**src/rtl/core/nac_pkg.sv**
```systemverilog
// Shared constants, codes and interface structs of the namespace access checker.
`default_nettype none

package nac_pkg;

    // Table sizes and counter width.
    localparam int MAX_PROCS  = 32;
    localparam int MAX_NS     = 16;
    localparam int COUNT_BITS = 16;

    // Index and fill-count widths that follow from the table sizes.
    localparam int NS_IDX_W   = $clog2(MAX_NS);
    localparam int NS_CNT_W   = $clog2(MAX_NS + 1);
    localparam int PROC_IDX_W = $clog2(MAX_PROCS);
    localparam int PROC_CNT_W = $clog2(MAX_PROCS + 1);

    // Fixed field widths of the item and result ports.
    localparam int OP_W    = 2;
    localparam int TYPE_W  = 4;
    localparam int POL_W   = 2;
    localparam int CAP_W   = 5;
    localparam int IDX_W   = 5;
    localparam int ISO_W   = 2;
    localparam int TOTAL_W = 16;

    // Root namespace and capability constants.
    localparam logic [NS_IDX_W-1:0] ROOT_NS      = '0;
    localparam int                  ROOT_CAP_BIT = 4;
    localparam logic [TYPE_W-1:0]   ALL_TYPES    = 4'hF;

    localparam logic [COUNT_BITS-1:0] COUNT_MAX = '1;

    // Access and policy codes.
    localparam logic [POL_W-1:0] POL_DENIED    = 2'd0;
    localparam logic [POL_W-1:0] POL_SANDBOXED = 2'd1;
    localparam logic [POL_W-1:0] POL_GRANTED   = 2'd2;

    // Isolation codes.
    localparam logic [ISO_W-1:0] ISO_SHARED   = 2'd0;
    localparam logic [ISO_W-1:0] ISO_ISOLATED = 2'd1;
    localparam logic [ISO_W-1:0] ISO_UNKNOWN  = 2'd2;

    typedef enum logic [OP_W-1:0] {
        OP_CREATE = 2'd0,
        OP_SPAWN  = 2'd1,
        OP_CHECK  = 2'd2,
        OP_NONE   = 2'd3
    } t_op;

    // One registered item.
    typedef struct packed {
        logic                  valid;
        t_op                   op;
        logic [TYPE_W-1:0]     type_bits;
        logic [POL_W-1:0]      policy;
        logic [NS_IDX_W-1:0]   home;
        logic [CAP_W-1:0]      caps;
        logic [PROC_IDX_W-1:0] slot;
        logic [NS_IDX_W-1:0]   target;
    } t_item;

    typedef struct packed {
        logic              en;
        logic [TYPE_W-1:0] types;
        logic [POL_W-1:0]  policy;
    } t_ns_wr;

    typedef struct packed {
        logic [NS_CNT_W-1:0] used;
        logic [TYPE_W-1:0]   tgt_types;
        logic [POL_W-1:0]    tgt_policy;
    } t_ns_view;

    typedef struct packed {
        logic                en;
        logic [NS_IDX_W-1:0] home;
        logic [CAP_W-1:0]    caps;
    } t_proc_wr;

    typedef struct packed {
        logic [PROC_CNT_W-1:0] used;
        logic [NS_IDX_W-1:0]   slot_home;
        logic [CAP_W-1:0]      slot_caps;
    } t_proc_view;

    typedef struct packed {
        logic             ok;
        logic [IDX_W-1:0] idx;
        logic [POL_W-1:0] acc;
        logic [ISO_W-1:0] iso;
    } t_result;

endpackage

`default_nettype wire

```
**src/rtl/core/nac_ns_table.sv**
```systemverilog
// Namespace table: type masks, policies and the fill count.
`default_nettype none

module nac_ns_table (
    input  wire logic                         i_clk,
    input  wire logic                         i_rst_n,
    input  wire nac_pkg::t_ns_wr              i_wr,
    input  wire logic [nac_pkg::NS_IDX_W-1:0] i_tgt,
    output nac_pkg::t_ns_view                 o_view
);
    import nac_pkg::*;

    logic [TYPE_W-1:0]   r_types [MAX_NS];
    logic [POL_W-1:0]    r_pol   [MAX_NS];
    logic [NS_CNT_W-1:0] r_used;
    logic [NS_CNT_W-1:0] n_used;

    assign n_used = r_used + NS_CNT_W'(1);

    always_ff @(posedge i_clk) begin
        if (!i_rst_n) begin
            r_used <= NS_CNT_W'(1);
        end else if (i_wr.en) begin
            r_used <= n_used;
        end
    end

    // Entry 0 is never written: the root entry is supplied as constants below.
    always_ff @(posedge i_clk) begin
        if (i_wr.en) begin
            r_types[r_used[NS_IDX_W-1:0]] <= i_wr.types;
            r_pol[r_used[NS_IDX_W-1:0]]   <= i_wr.policy;
        end
    end

    always_comb begin
        o_view.used = r_used;
        if (i_tgt == ROOT_NS) begin
            o_view.tgt_types  = ALL_TYPES;
            o_view.tgt_policy = POL_GRANTED;
        end else begin
            o_view.tgt_types  = r_types[i_tgt];
            o_view.tgt_policy = r_pol[i_tgt];
        end
    end

`ifndef SYNTHESIS
    a_used_range: assert property (@(posedge i_clk) disable iff (!i_rst_n)
        (r_used >= NS_CNT_W'(1)) && (r_used <= NS_CNT_W'(MAX_NS)))
        else $error("namespace fill count out of range");

    a_no_write_when_full: assert property (@(posedge i_clk) disable iff (!i_rst_n)
        i_wr.en |-> (r_used < NS_CNT_W'(MAX_NS)))
        else $error("namespace write into a full table");
`endif

endmodule

`default_nettype wire

```
**src/rtl/core/nac_proc_table.sv**
```systemverilog
// Process table: home namespace and capabilities of each process, and the fill count.
`default_nettype none

module nac_proc_table (
    input  wire logic                           i_clk,
    input  wire logic                           i_rst_n,
    input  wire nac_pkg::t_proc_wr              i_wr,
    input  wire logic [nac_pkg::PROC_IDX_W-1:0] i_slot,
    output nac_pkg::t_proc_view                 o_view
);
    import nac_pkg::*;

    logic [NS_IDX_W-1:0]   r_home [MAX_PROCS];
    logic [CAP_W-1:0]      r_caps [MAX_PROCS];
    logic [PROC_CNT_W-1:0] r_used;
    logic [PROC_CNT_W-1:0] n_used;

    assign n_used = r_used + PROC_CNT_W'(1);

    always_ff @(posedge i_clk) begin
        if (!i_rst_n) begin
            r_used <= '0;
        end else if (i_wr.en) begin
            r_used <= n_used;
        end
    end

    // Entries at or above the fill count are never consulted.
    always_ff @(posedge i_clk) begin
        if (i_wr.en) begin
            r_home[r_used[PROC_IDX_W-1:0]] <= i_wr.home;
            r_caps[r_used[PROC_IDX_W-1:0]] <= i_wr.caps;
        end
    end

    always_comb begin
        o_view.used      = r_used;
        o_view.slot_home = r_home[i_slot];
        o_view.slot_caps = r_caps[i_slot];
    end

endmodule

`default_nettype wire

```
**src/rtl/core/nac_decide.sv**
```systemverilog
// Per-item decision logic, saturating totals and the result register.
`default_nettype none

module nac_decide (
    input  wire logic                         i_clk,
    input  wire logic                         i_rst_n,
    input  wire nac_pkg::t_item               i_item,
    input  wire nac_pkg::t_ns_view            i_ns,
    input  wire nac_pkg::t_proc_view          i_proc,
    output nac_pkg::t_ns_wr                   o_ns_wr,
    output nac_pkg::t_proc_wr                 o_proc_wr,
    output logic                              o_strobe,
    output nac_pkg::t_result                  o_res,
    output logic [nac_pkg::TOTAL_W-1:0]       o_viol_total,
    output logic [nac_pkg::TOTAL_W-1:0]       o_sbx_total
);
    import nac_pkg::*;

    logic slot_ok;
    logic tgt_ok;
    logic home_ok;
    logic ns_full;
    logic proc_full;
    logic root_refused;
    logic spawn_hits_slot;
    logic inc_sbx;
    logic inc_viol;

    t_result n_res;
    t_result r_res;
    logic    r_strobe;

    logic [COUNT_BITS-1:0] r_viol;
    logic [COUNT_BITS-1:0] r_sbx;
    logic [COUNT_BITS-1:0] n_viol;
    logic [COUNT_BITS-1:0] n_sbx;

    assign slot_ok   = PROC_CNT_W'(i_item.slot) < i_proc.used;
    assign tgt_ok    = NS_CNT_W'(i_item.target) < i_ns.used;
    assign home_ok   = NS_CNT_W'(i_item.home) < i_ns.used;
    assign ns_full   = i_ns.used == NS_CNT_W'(MAX_NS);
    assign proc_full = i_proc.used == PROC_CNT_W'(MAX_PROCS);
    assign root_refused    = (i_item.home == ROOT_NS) && !i_item.caps[ROOT_CAP_BIT];
    assign spawn_hits_slot = PROC_CNT_W'(i_item.slot) == i_proc.used;

    always_comb begin
        n_res.ok  = 1'b0;
        n_res.idx = '0;
        n_res.acc = POL_DENIED;
        inc_sbx   = 1'b0;
        inc_viol  = 1'b0;

        o_ns_wr.en    = 1'b0;
        o_ns_wr.types = i_item.type_bits;
        // An unknown policy code is stored as denied.
        if (i_item.policy inside {POL_DENIED, POL_SANDBOXED, POL_GRANTED}) begin
            o_ns_wr.policy = i_item.policy;
        end else begin
            o_ns_wr.policy = POL_DENIED;
        end

        o_proc_wr.en   = 1'b0;
        o_proc_wr.home = i_item.home;
        o_proc_wr.caps = i_item.caps;

        if (i_item.valid) begin
            case (i_item.op)
                OP_CREATE: begin
                    if (!ns_full) begin
                        o_ns_wr.en = 1'b1;
                        n_res.ok   = 1'b1;
                        n_res.idx  = IDX_W'(i_ns.used);
                    end
                end
                OP_SPAWN: begin
                    if (!proc_full && home_ok && !root_refused) begin
                        o_proc_wr.en = 1'b1;
                        n_res.ok     = 1'b1;
                        n_res.idx    = IDX_W'(i_proc.used);
                    end
                end
                OP_CHECK: begin
                    if (slot_ok && tgt_ok) begin
                        n_res.ok = 1'b1;
                        if (i_proc.slot_home == ROOT_NS) begin
                            n_res.acc = POL_GRANTED;
                            inc_sbx   = i_item.target != ROOT_NS;
                        end else if (i_proc.slot_home == i_item.target) begin
                            n_res.acc = i_ns.tgt_policy;
                        end else if ((i_proc.slot_caps[TYPE_W-1:0] & i_ns.tgt_types) != '0)
                        begin
                            n_res.acc = POL_SANDBOXED;
                            inc_sbx   = 1'b1;
                        end else begin
                            n_res.acc = POL_DENIED;
                            inc_viol  = 1'b1;
                        end
                    end
                end
                default: begin
                end
            endcase
        end

        // Isolation is reported after this item's own table update.
        if (slot_ok) begin
            n_res.iso = (i_proc.slot_home != ROOT_NS) ? ISO_ISOLATED : ISO_SHARED;
        end else if (o_proc_wr.en && spawn_hits_slot) begin
            n_res.iso = (i_item.home != ROOT_NS) ? ISO_ISOLATED : ISO_SHARED;
        end else begin
            n_res.iso = ISO_UNKNOWN;
        end
    end

    assign n_viol = (inc_viol && (r_viol != COUNT_MAX)) ? r_viol + COUNT_BITS'(1) : r_viol;
    assign n_sbx  = (inc_sbx && (r_sbx != COUNT_MAX)) ? r_sbx + COUNT_BITS'(1) : r_sbx;

    always_ff @(posedge i_clk) begin
        if (!i_rst_n) begin
            r_strobe <= 1'b0;
            r_viol   <= '0;
            r_sbx    <= '0;
        end else begin
            r_strobe <= i_item.valid;
            r_viol   <= n_viol;
            r_sbx    <= n_sbx;
        end
        r_res <= n_res;
    end

    assign o_strobe     = r_strobe;
    assign o_res        = r_res;
    assign o_viol_total = r_viol[TOTAL_W-1:0];
    assign o_sbx_total  = r_sbx[TOTAL_W-1:0];

`ifndef SYNTHESIS
    a_totals_monotonic: assert property (@(posedge i_clk) disable iff (!i_rst_n)
        i_rst_n |=> (r_viol >= $past(r_viol)) && (r_sbx >= $past(r_sbx)))
        else $error("a saturating total went backwards");

    a_one_total_per_item: assert property (@(posedge i_clk) disable iff (!i_rst_n)
        i_rst_n |=> !((r_viol != $past(r_viol)) && (r_sbx != $past(r_sbx))))
        else $error("one item moved both totals");

    a_access_needs_ok: assert property (@(posedge i_clk) disable iff (!i_rst_n)
        (r_strobe && (r_res.acc != POL_DENIED)) |-> r_res.ok)
        else $error("access given without a valid check");
`endif

endmodule

`default_nettype wire

```
**src/rtl/core/namespace_access_checker_top.sv**
```systemverilog
// Top level of the namespace access checker: input register and table/decision wiring.
`default_nettype none

// The block keeps a namespace table and a process table and answers three kinds of
// item: create a namespace, spawn a process into a namespace, and check whether a
// process may reach a namespace. Every item gives exactly one result.
//
// An item is taken at a rising edge where start is high and busy is low. Busy is
// never raised, so one item can be taken at every edge.
// The item is first captured in an input register; the decision, the table write
// and the totals update then happen in the following cycle, and the result is shown
// on the o_ ports for exactly one cycle, marked by o_strobe. An item thus passes
// through the input register and then the result register: one item a cycle. The
// tables are updated at the same edge that loads the result register, so the next
// item always sees the updated tables. The receiver cannot hold results off; a new
// result simply follows the next cycle.
//
// Reset is synchronous and active low. It empties the process table, leaves only the
// root namespace in the namespace table, clears both totals and drops any item in
// flight. Table contents above the fill counts are never read, so they need no reset.
module namespace_access_checker_top (
    input  wire logic                           i_clk,
    input  wire logic                           i_rst_n,
    input  wire logic                           start,
    output logic                                busy,
    input  wire logic [nac_pkg::OP_W-1:0]       i_operation,
    input  wire logic [nac_pkg::TYPE_W-1:0]     i_new_type_mask,
    input  wire logic [nac_pkg::POL_W-1:0]      i_new_policy,
    input  wire logic [nac_pkg::NS_IDX_W-1:0]   i_home_ns,
    input  wire logic [nac_pkg::CAP_W-1:0]      i_capability_bits,
    input  wire logic [nac_pkg::PROC_IDX_W-1:0] i_process_slot,
    input  wire logic [nac_pkg::NS_IDX_W-1:0]   i_target_namespace,
    output logic                                o_strobe,
    output logic                                o_ok,
    output logic [nac_pkg::IDX_W-1:0]           o_assigned_index,
    output logic [nac_pkg::POL_W-1:0]           o_access_result,
    output logic [nac_pkg::ISO_W-1:0]           o_isolation,
    output logic [nac_pkg::TOTAL_W-1:0]         o_violation_total,
    output logic [nac_pkg::TOTAL_W-1:0]         o_sandboxed_total
);
    import nac_pkg::*;

    t_item      r_item;
    t_ns_wr     ns_wr;
    t_ns_view   ns_view;
    t_proc_wr   proc_wr;
    t_proc_view proc_view;
    t_result    res;

    // Every stage moves each cycle, so the block is always ready.
    assign busy = 1'b0;

    // Input register. Only the valid flag needs a reset.
    always_ff @(posedge i_clk) begin
        if (!i_rst_n) begin
            r_item.valid <= 1'b0;
        end else begin
            r_item.valid <= start && !busy;
        end
        r_item.op        <= t_op'(i_operation);
        r_item.type_bits <= i_new_type_mask;
        r_item.policy    <= i_new_policy;
        r_item.home      <= i_home_ns;
        r_item.caps      <= i_capability_bits;
        r_item.slot      <= i_process_slot;
        r_item.target    <= i_target_namespace;
    end

    nac_ns_table u_ns_table (
        .i_clk   (i_clk),
        .i_rst_n (i_rst_n),
        .i_wr    (ns_wr),
        .i_tgt   (r_item.target),
        .o_view  (ns_view)
    );

    nac_proc_table u_proc_table (
        .i_clk   (i_clk),
        .i_rst_n (i_rst_n),
        .i_wr    (proc_wr),
        .i_slot  (r_item.slot),
        .o_view  (proc_view)
    );

    nac_decide u_decide (
        .i_clk        (i_clk),
        .i_rst_n      (i_rst_n),
        .i_item       (r_item),
        .i_ns         (ns_view),
        .i_proc       (proc_view),
        .o_ns_wr      (ns_wr),
        .o_proc_wr    (proc_wr),
        .o_strobe     (o_strobe),
        .o_res        (res),
        .o_viol_total (o_violation_total),
        .o_sbx_total  (o_sandboxed_total)
    );

    assign o_ok             = res.ok;
    assign o_assigned_index = res.idx;
    assign o_access_result  = res.acc;
    assign o_isolation      = res.iso;

endmodule

`default_nettype wire

```
**config.mk**
```make
export PLATFORM = sky130hd
export DESIGN_NAME = namespace_access_checker_top
export DESIGN_NICKNAME = d
export VERILOG_FILES = /design/src/rtl/core/nac_pkg.sv /design/src/rtl/core/nac_ns_table.sv /design/src/rtl/core/nac_proc_table.sv /design/src/rtl/core/nac_decide.sv /design/src/rtl/core/namespace_access_checker_top.sv
export SDC_FILE = /design/constraint.sdc
export NUM_CORES = 1
export LEC_CHECK = 0
export BUFFER_PORTS_ARGS = -buffer_cell sky130_fd_sc_hd__buf_2
export CAP_MARGIN = 10
export CORE_MARGIN = 2
export CORE_UTILIZATION = 35
export CTS_CLUSTER_DIAMETER = 40
export DETAILED_ROUTE_END_ITERATION = 8
export HOLD_SLACK_MARGIN = 0.08
export SLEW_MARGIN = 10
export SYNTH_ARGS = -nofsm -noshare
export SYNTH_HDL_FRONTEND = slang
export SYNTH_SLANG_ARGS = --single-unit
export TNS_END_PERCENT = 5
```
**constraint.sdc**
```tcl
create_clock -name i_clk -period 3.05 [get_ports i_clk]
set_input_delay 0.305 -clock i_clk [delete_from_list [all_inputs] [get_ports i_clk]]
set_output_delay 0.305 -clock i_clk [all_outputs]
set_load 0.01 [all_outputs]
```
==> impl_results.md <==
* CTS Buf Count at 61
* Total GRT Usage at 17.11%
* Cell variety after synth at 59
* Failing checks: setup timing
* Hold Path Class: in2reg
* Largest net degree at the start of global routing at 63
* TritonRoute pass-1 iters at 7
* Grt ovf at 0
* Worst IR Drop VDD at 591.1 uV
* Global-route wire length before repair at 64890 um
* Crit path arrival time at 3.79 ns
* Outcome: complete, but fails checks
* Core area at 0.04875 mm2
* Die Y-Extent at 225.7 um
* Initial Util at 35.30%
* Area Overhead vs Synth at 30.21%
* Final nets at 1476
* DRT antenna net count at 0
* Syn_area_per_cell at 15.16 um2
* # clock sinks at 427
* RR Startpoint: u_ns_table.i_tgt[0]
* Fraction of registers with async set/reset at 0%
* Final WS setup at -0.1946 ns
* Mapped Area at 0.01721 mm2
* Measured slew at the worst slew-check pin at 1.188 ns
* I/O pin count at 73
* CTS tree: built
* P per Cell Area at 643.8 mW/mm2
* Mux contribution to synthesized area at 12.05%
* Cells on worst reg2reg path at 10
* Total power at 14420 uW
* # diodes at 0
* Clk Latency, worst-skew pair at 0.64 ns
* Initial antenna violation count at 0
* Routed vias/inst at 4.950
* Simple-Gate Fraction of Synth Area at 8.661%
* Setup CP Type: reg2reg
* Final Hold Vio Count at 0
* Startpoint Class: flop
* Crit end category: flop
* Worst hold stages at 2
* Syn Nets at 1185
* Layout cells sized above 1 at 29.84%
* Ys flop type: edfxtp_1
* CTS H-tree depth at 2
* Synth warn at 0
* Max-cap violations at 0
* Die Span X at 225.7 um
* CTS root buffer: clkbuf_16
* Rows at 81
* Final Util at 45.96%
* Slew Limit Headroom at 20.72%
* Synth top area share at 60.38%
* Clock Tree Buf Depth at 3
* CP Data Required Time at 3.60 ns
* Routed WL per cell at 20.24 um
* Period utilisation layout at 106.4%
* Cell taking the most area after synthesis: edfxtp_1
* Setup-failing EPs final at 25
* CTS clock-pin slew for the worst setup and hold paths at 0.06 ns
* Mapped Cells at 1135
* Die ar. at 0.05095 mm2
* DRC Markers at 0
* Max frequency at 308.2 MHz
* Register area share after synthesis at 69.81%
* Hold Path Origin: i_target_namespace[3]
* R2R Path End: u_decide.o_viol_total[14]
* End of the worst hold path: u_ns_table.i_tgt[3]
* Post-DP HPWL at 29090 um
* EDFF count, synth at 346
* Clock skew at 0.02649 ns
* Placer Congestion at 0.8998
* Final min period at 3.245 ns
* Pins Over Slew Limit at 0
* Crit path max fanout at 8
* Unrepaired setup endpoints after global routing: true
* XOR/XNOR Fraction of Synth Area at 0.9671%
* Post-synthesis adder-cell area fraction at 1.527%
* Leak Pwr at 0.008386 uW
* Worst R2R Setup Slack at -0.19 ns
* I/O Buffers at 71
* Synth area leaders: edfxtp_1 60%, dfxtp_1 9.4%, mux2i_1 8.3%, mux4_2 3.7%, a22oi_1 2.1%
* Vias in the first global route at 10630
* Yosys reg bits at 427
* Via Count at 10600
* Final hold slack at 0.2992 ns
* Synth Area in Compound Gates at 5.083%
* Largest family of logic cells by synthesized area: multiplexers
* Routed WL at 43360 um
* Iteration-0 DRC Markers at 818
placed cells by master (no fill, tap or decap), types with 11 or more instances in the layout:
cell type | synthesis | final
inv_1 | 13 | 13
mux2i_1 | 143 | 141
buf_2 | 16 | 71
mux4_2 | 28 | 28
buf_4 | 9 | 161
nand2_1 | 71 | 70
and2_1 | 24 | 24
nor2b_1 | 17 | 17
a21oi_1 | 26 | 17
nor2_1 | 74 | 71
dfxtp_1 | 81 | 75
inv_6 | 0 | 11
ha_1 | 21 | 21
buf_12 | 0 | 12
nand2b_1 | 22 | 22
edfxtp_1 | 346 | 346
dlygate4sd3_1 | 0 | 27
a22oi_1 | 48 | 45
clkbuf_16 | 0 | 61
nand3_1 | 36 | 35
and3_1 | 15 | 13
sequential cells by signal, indices dropped and copies added, names as in the netlist:
register	cells
u_decide.o_sbx_total	16
r_item	18
u_ns_table.r_types	60
u_decide.o_res	10
u_ns_table.r_used	5
u_decide.o_viol_total	16
u_ns_table.r_pol	30
u_ns_table.i_tgt	4
u_proc_table.r_caps	128
u_proc_table.r_home	128
u_proc_table.i_slot	5
u_proc_table.r_used	6
u_decide.o_strobe	1
synth_stat cells (17+ instances only):
cell type  number
a21oi_1        26
a22oi_1        48
and2_1         24
clkbuf_1       25
dfxtp_1        81
edfxtp_1      346
ha_1           21
mux2i_1       143
mux4_2         28
nand2_1        71
nand2b_1       22
nand3_1        36
nor2_1         74
nor2b_1        17
through the flow:
stage	setup TNS [ns]	std cells	setup WS, ns	instance area (um2)
2_1_floorplan	-0.7973	1135	-0.09449	17210
5_1_grt	-6.206	2142	-0.3098	22410
3_5_place_dp	-12.20	1989	-0.5236	19560
3_3_place_gp	-10.67	1989	-0.4686	19560
6_report	-2.455	2142	-0.1946	22410
4_1_cts	-2.981	2138	-0.2279	22240
cells by family (layout without fill, tap and decap cells):
kind of cell	count (synthesis)	after routing
flops	427	427
buf+inv	70	413
simple gates	301	301
fa+ha+maj	21	21
mux	172	172
other cells	1	1
compound gates	124	124
xor+xnor	19	19
report_power, final:
group          total, uW  switching, uW  internal, uW
clock               7330           2850          4480
combinational        729            386           343
sequential          6360           44.4          6320
total              14400           3280         11100
metal layers:
layer	part of all wire, %	wire length (um)	vias to the layer above	track usage (%)
met5	0	0	-	0
met4	3.0	1287	0	6.751
met3	5.4	2359	69	3.031
met2	48	20660	309	27.78
met1	44	19050	5280	22.80
li1	-	-	4945	-
cell type report:
class,count,area (um2)
clock inverter,49,625.6
sequential,427,12030
fill,4250,26340
multi-input combinational,638,5094
clock buffer,66,1555
inverter,15,56.30
timing repair buffer,283,2217
tap,664,830.8
worst max-delay path, cell delays in order (launching register included):
cell      delay (ns)
dfxtp_4         0.38
buf_6           0.16
mux4_2          0.49
mux4_2          0.54
a22oi_2         0.17
o211ai_1        0.17
buf_4           0.20
a41o_1          0.21
or3_4           0.37
or3_1           0.32
a21boi_1        0.13
worst max path at each step:
stage                                      endpoint  slack [ns]  cells past startpoint              startpoint
after CTS                 u_decide.o_viol_total[14]       -0.23                     11     u_ns_table.i_tgt[0]
final                     u_decide.o_viol_total[14]       -0.19                     10     u_ns_table.i_tgt[0]
after detailed placement  u_decide.o_viol_total[14]       -0.52                      9     u_ns_table.i_tgt[0]
after global placement     u_decide.o_viol_total[5]       -0.47                      9     u_ns_table.i_tgt[0]
after floorplan            u_decide.o_sbx_total[11]       -0.09                     13  u_proc_table.r_used[2]
after global routing       u_decide.o_sbx_total[15]       -0.31                     14  u_proc_table.i_slot[1]
timing repair:
item	4_1_cts	5_1_grt
setup endpoints to repair	34	40
buffers inserted	7	4
pin swaps	14	9
hold buffers	27	0
hold endpoints to repair	27	0
gates resized for setup	37	30
Power figures use the tool's default switching activity.
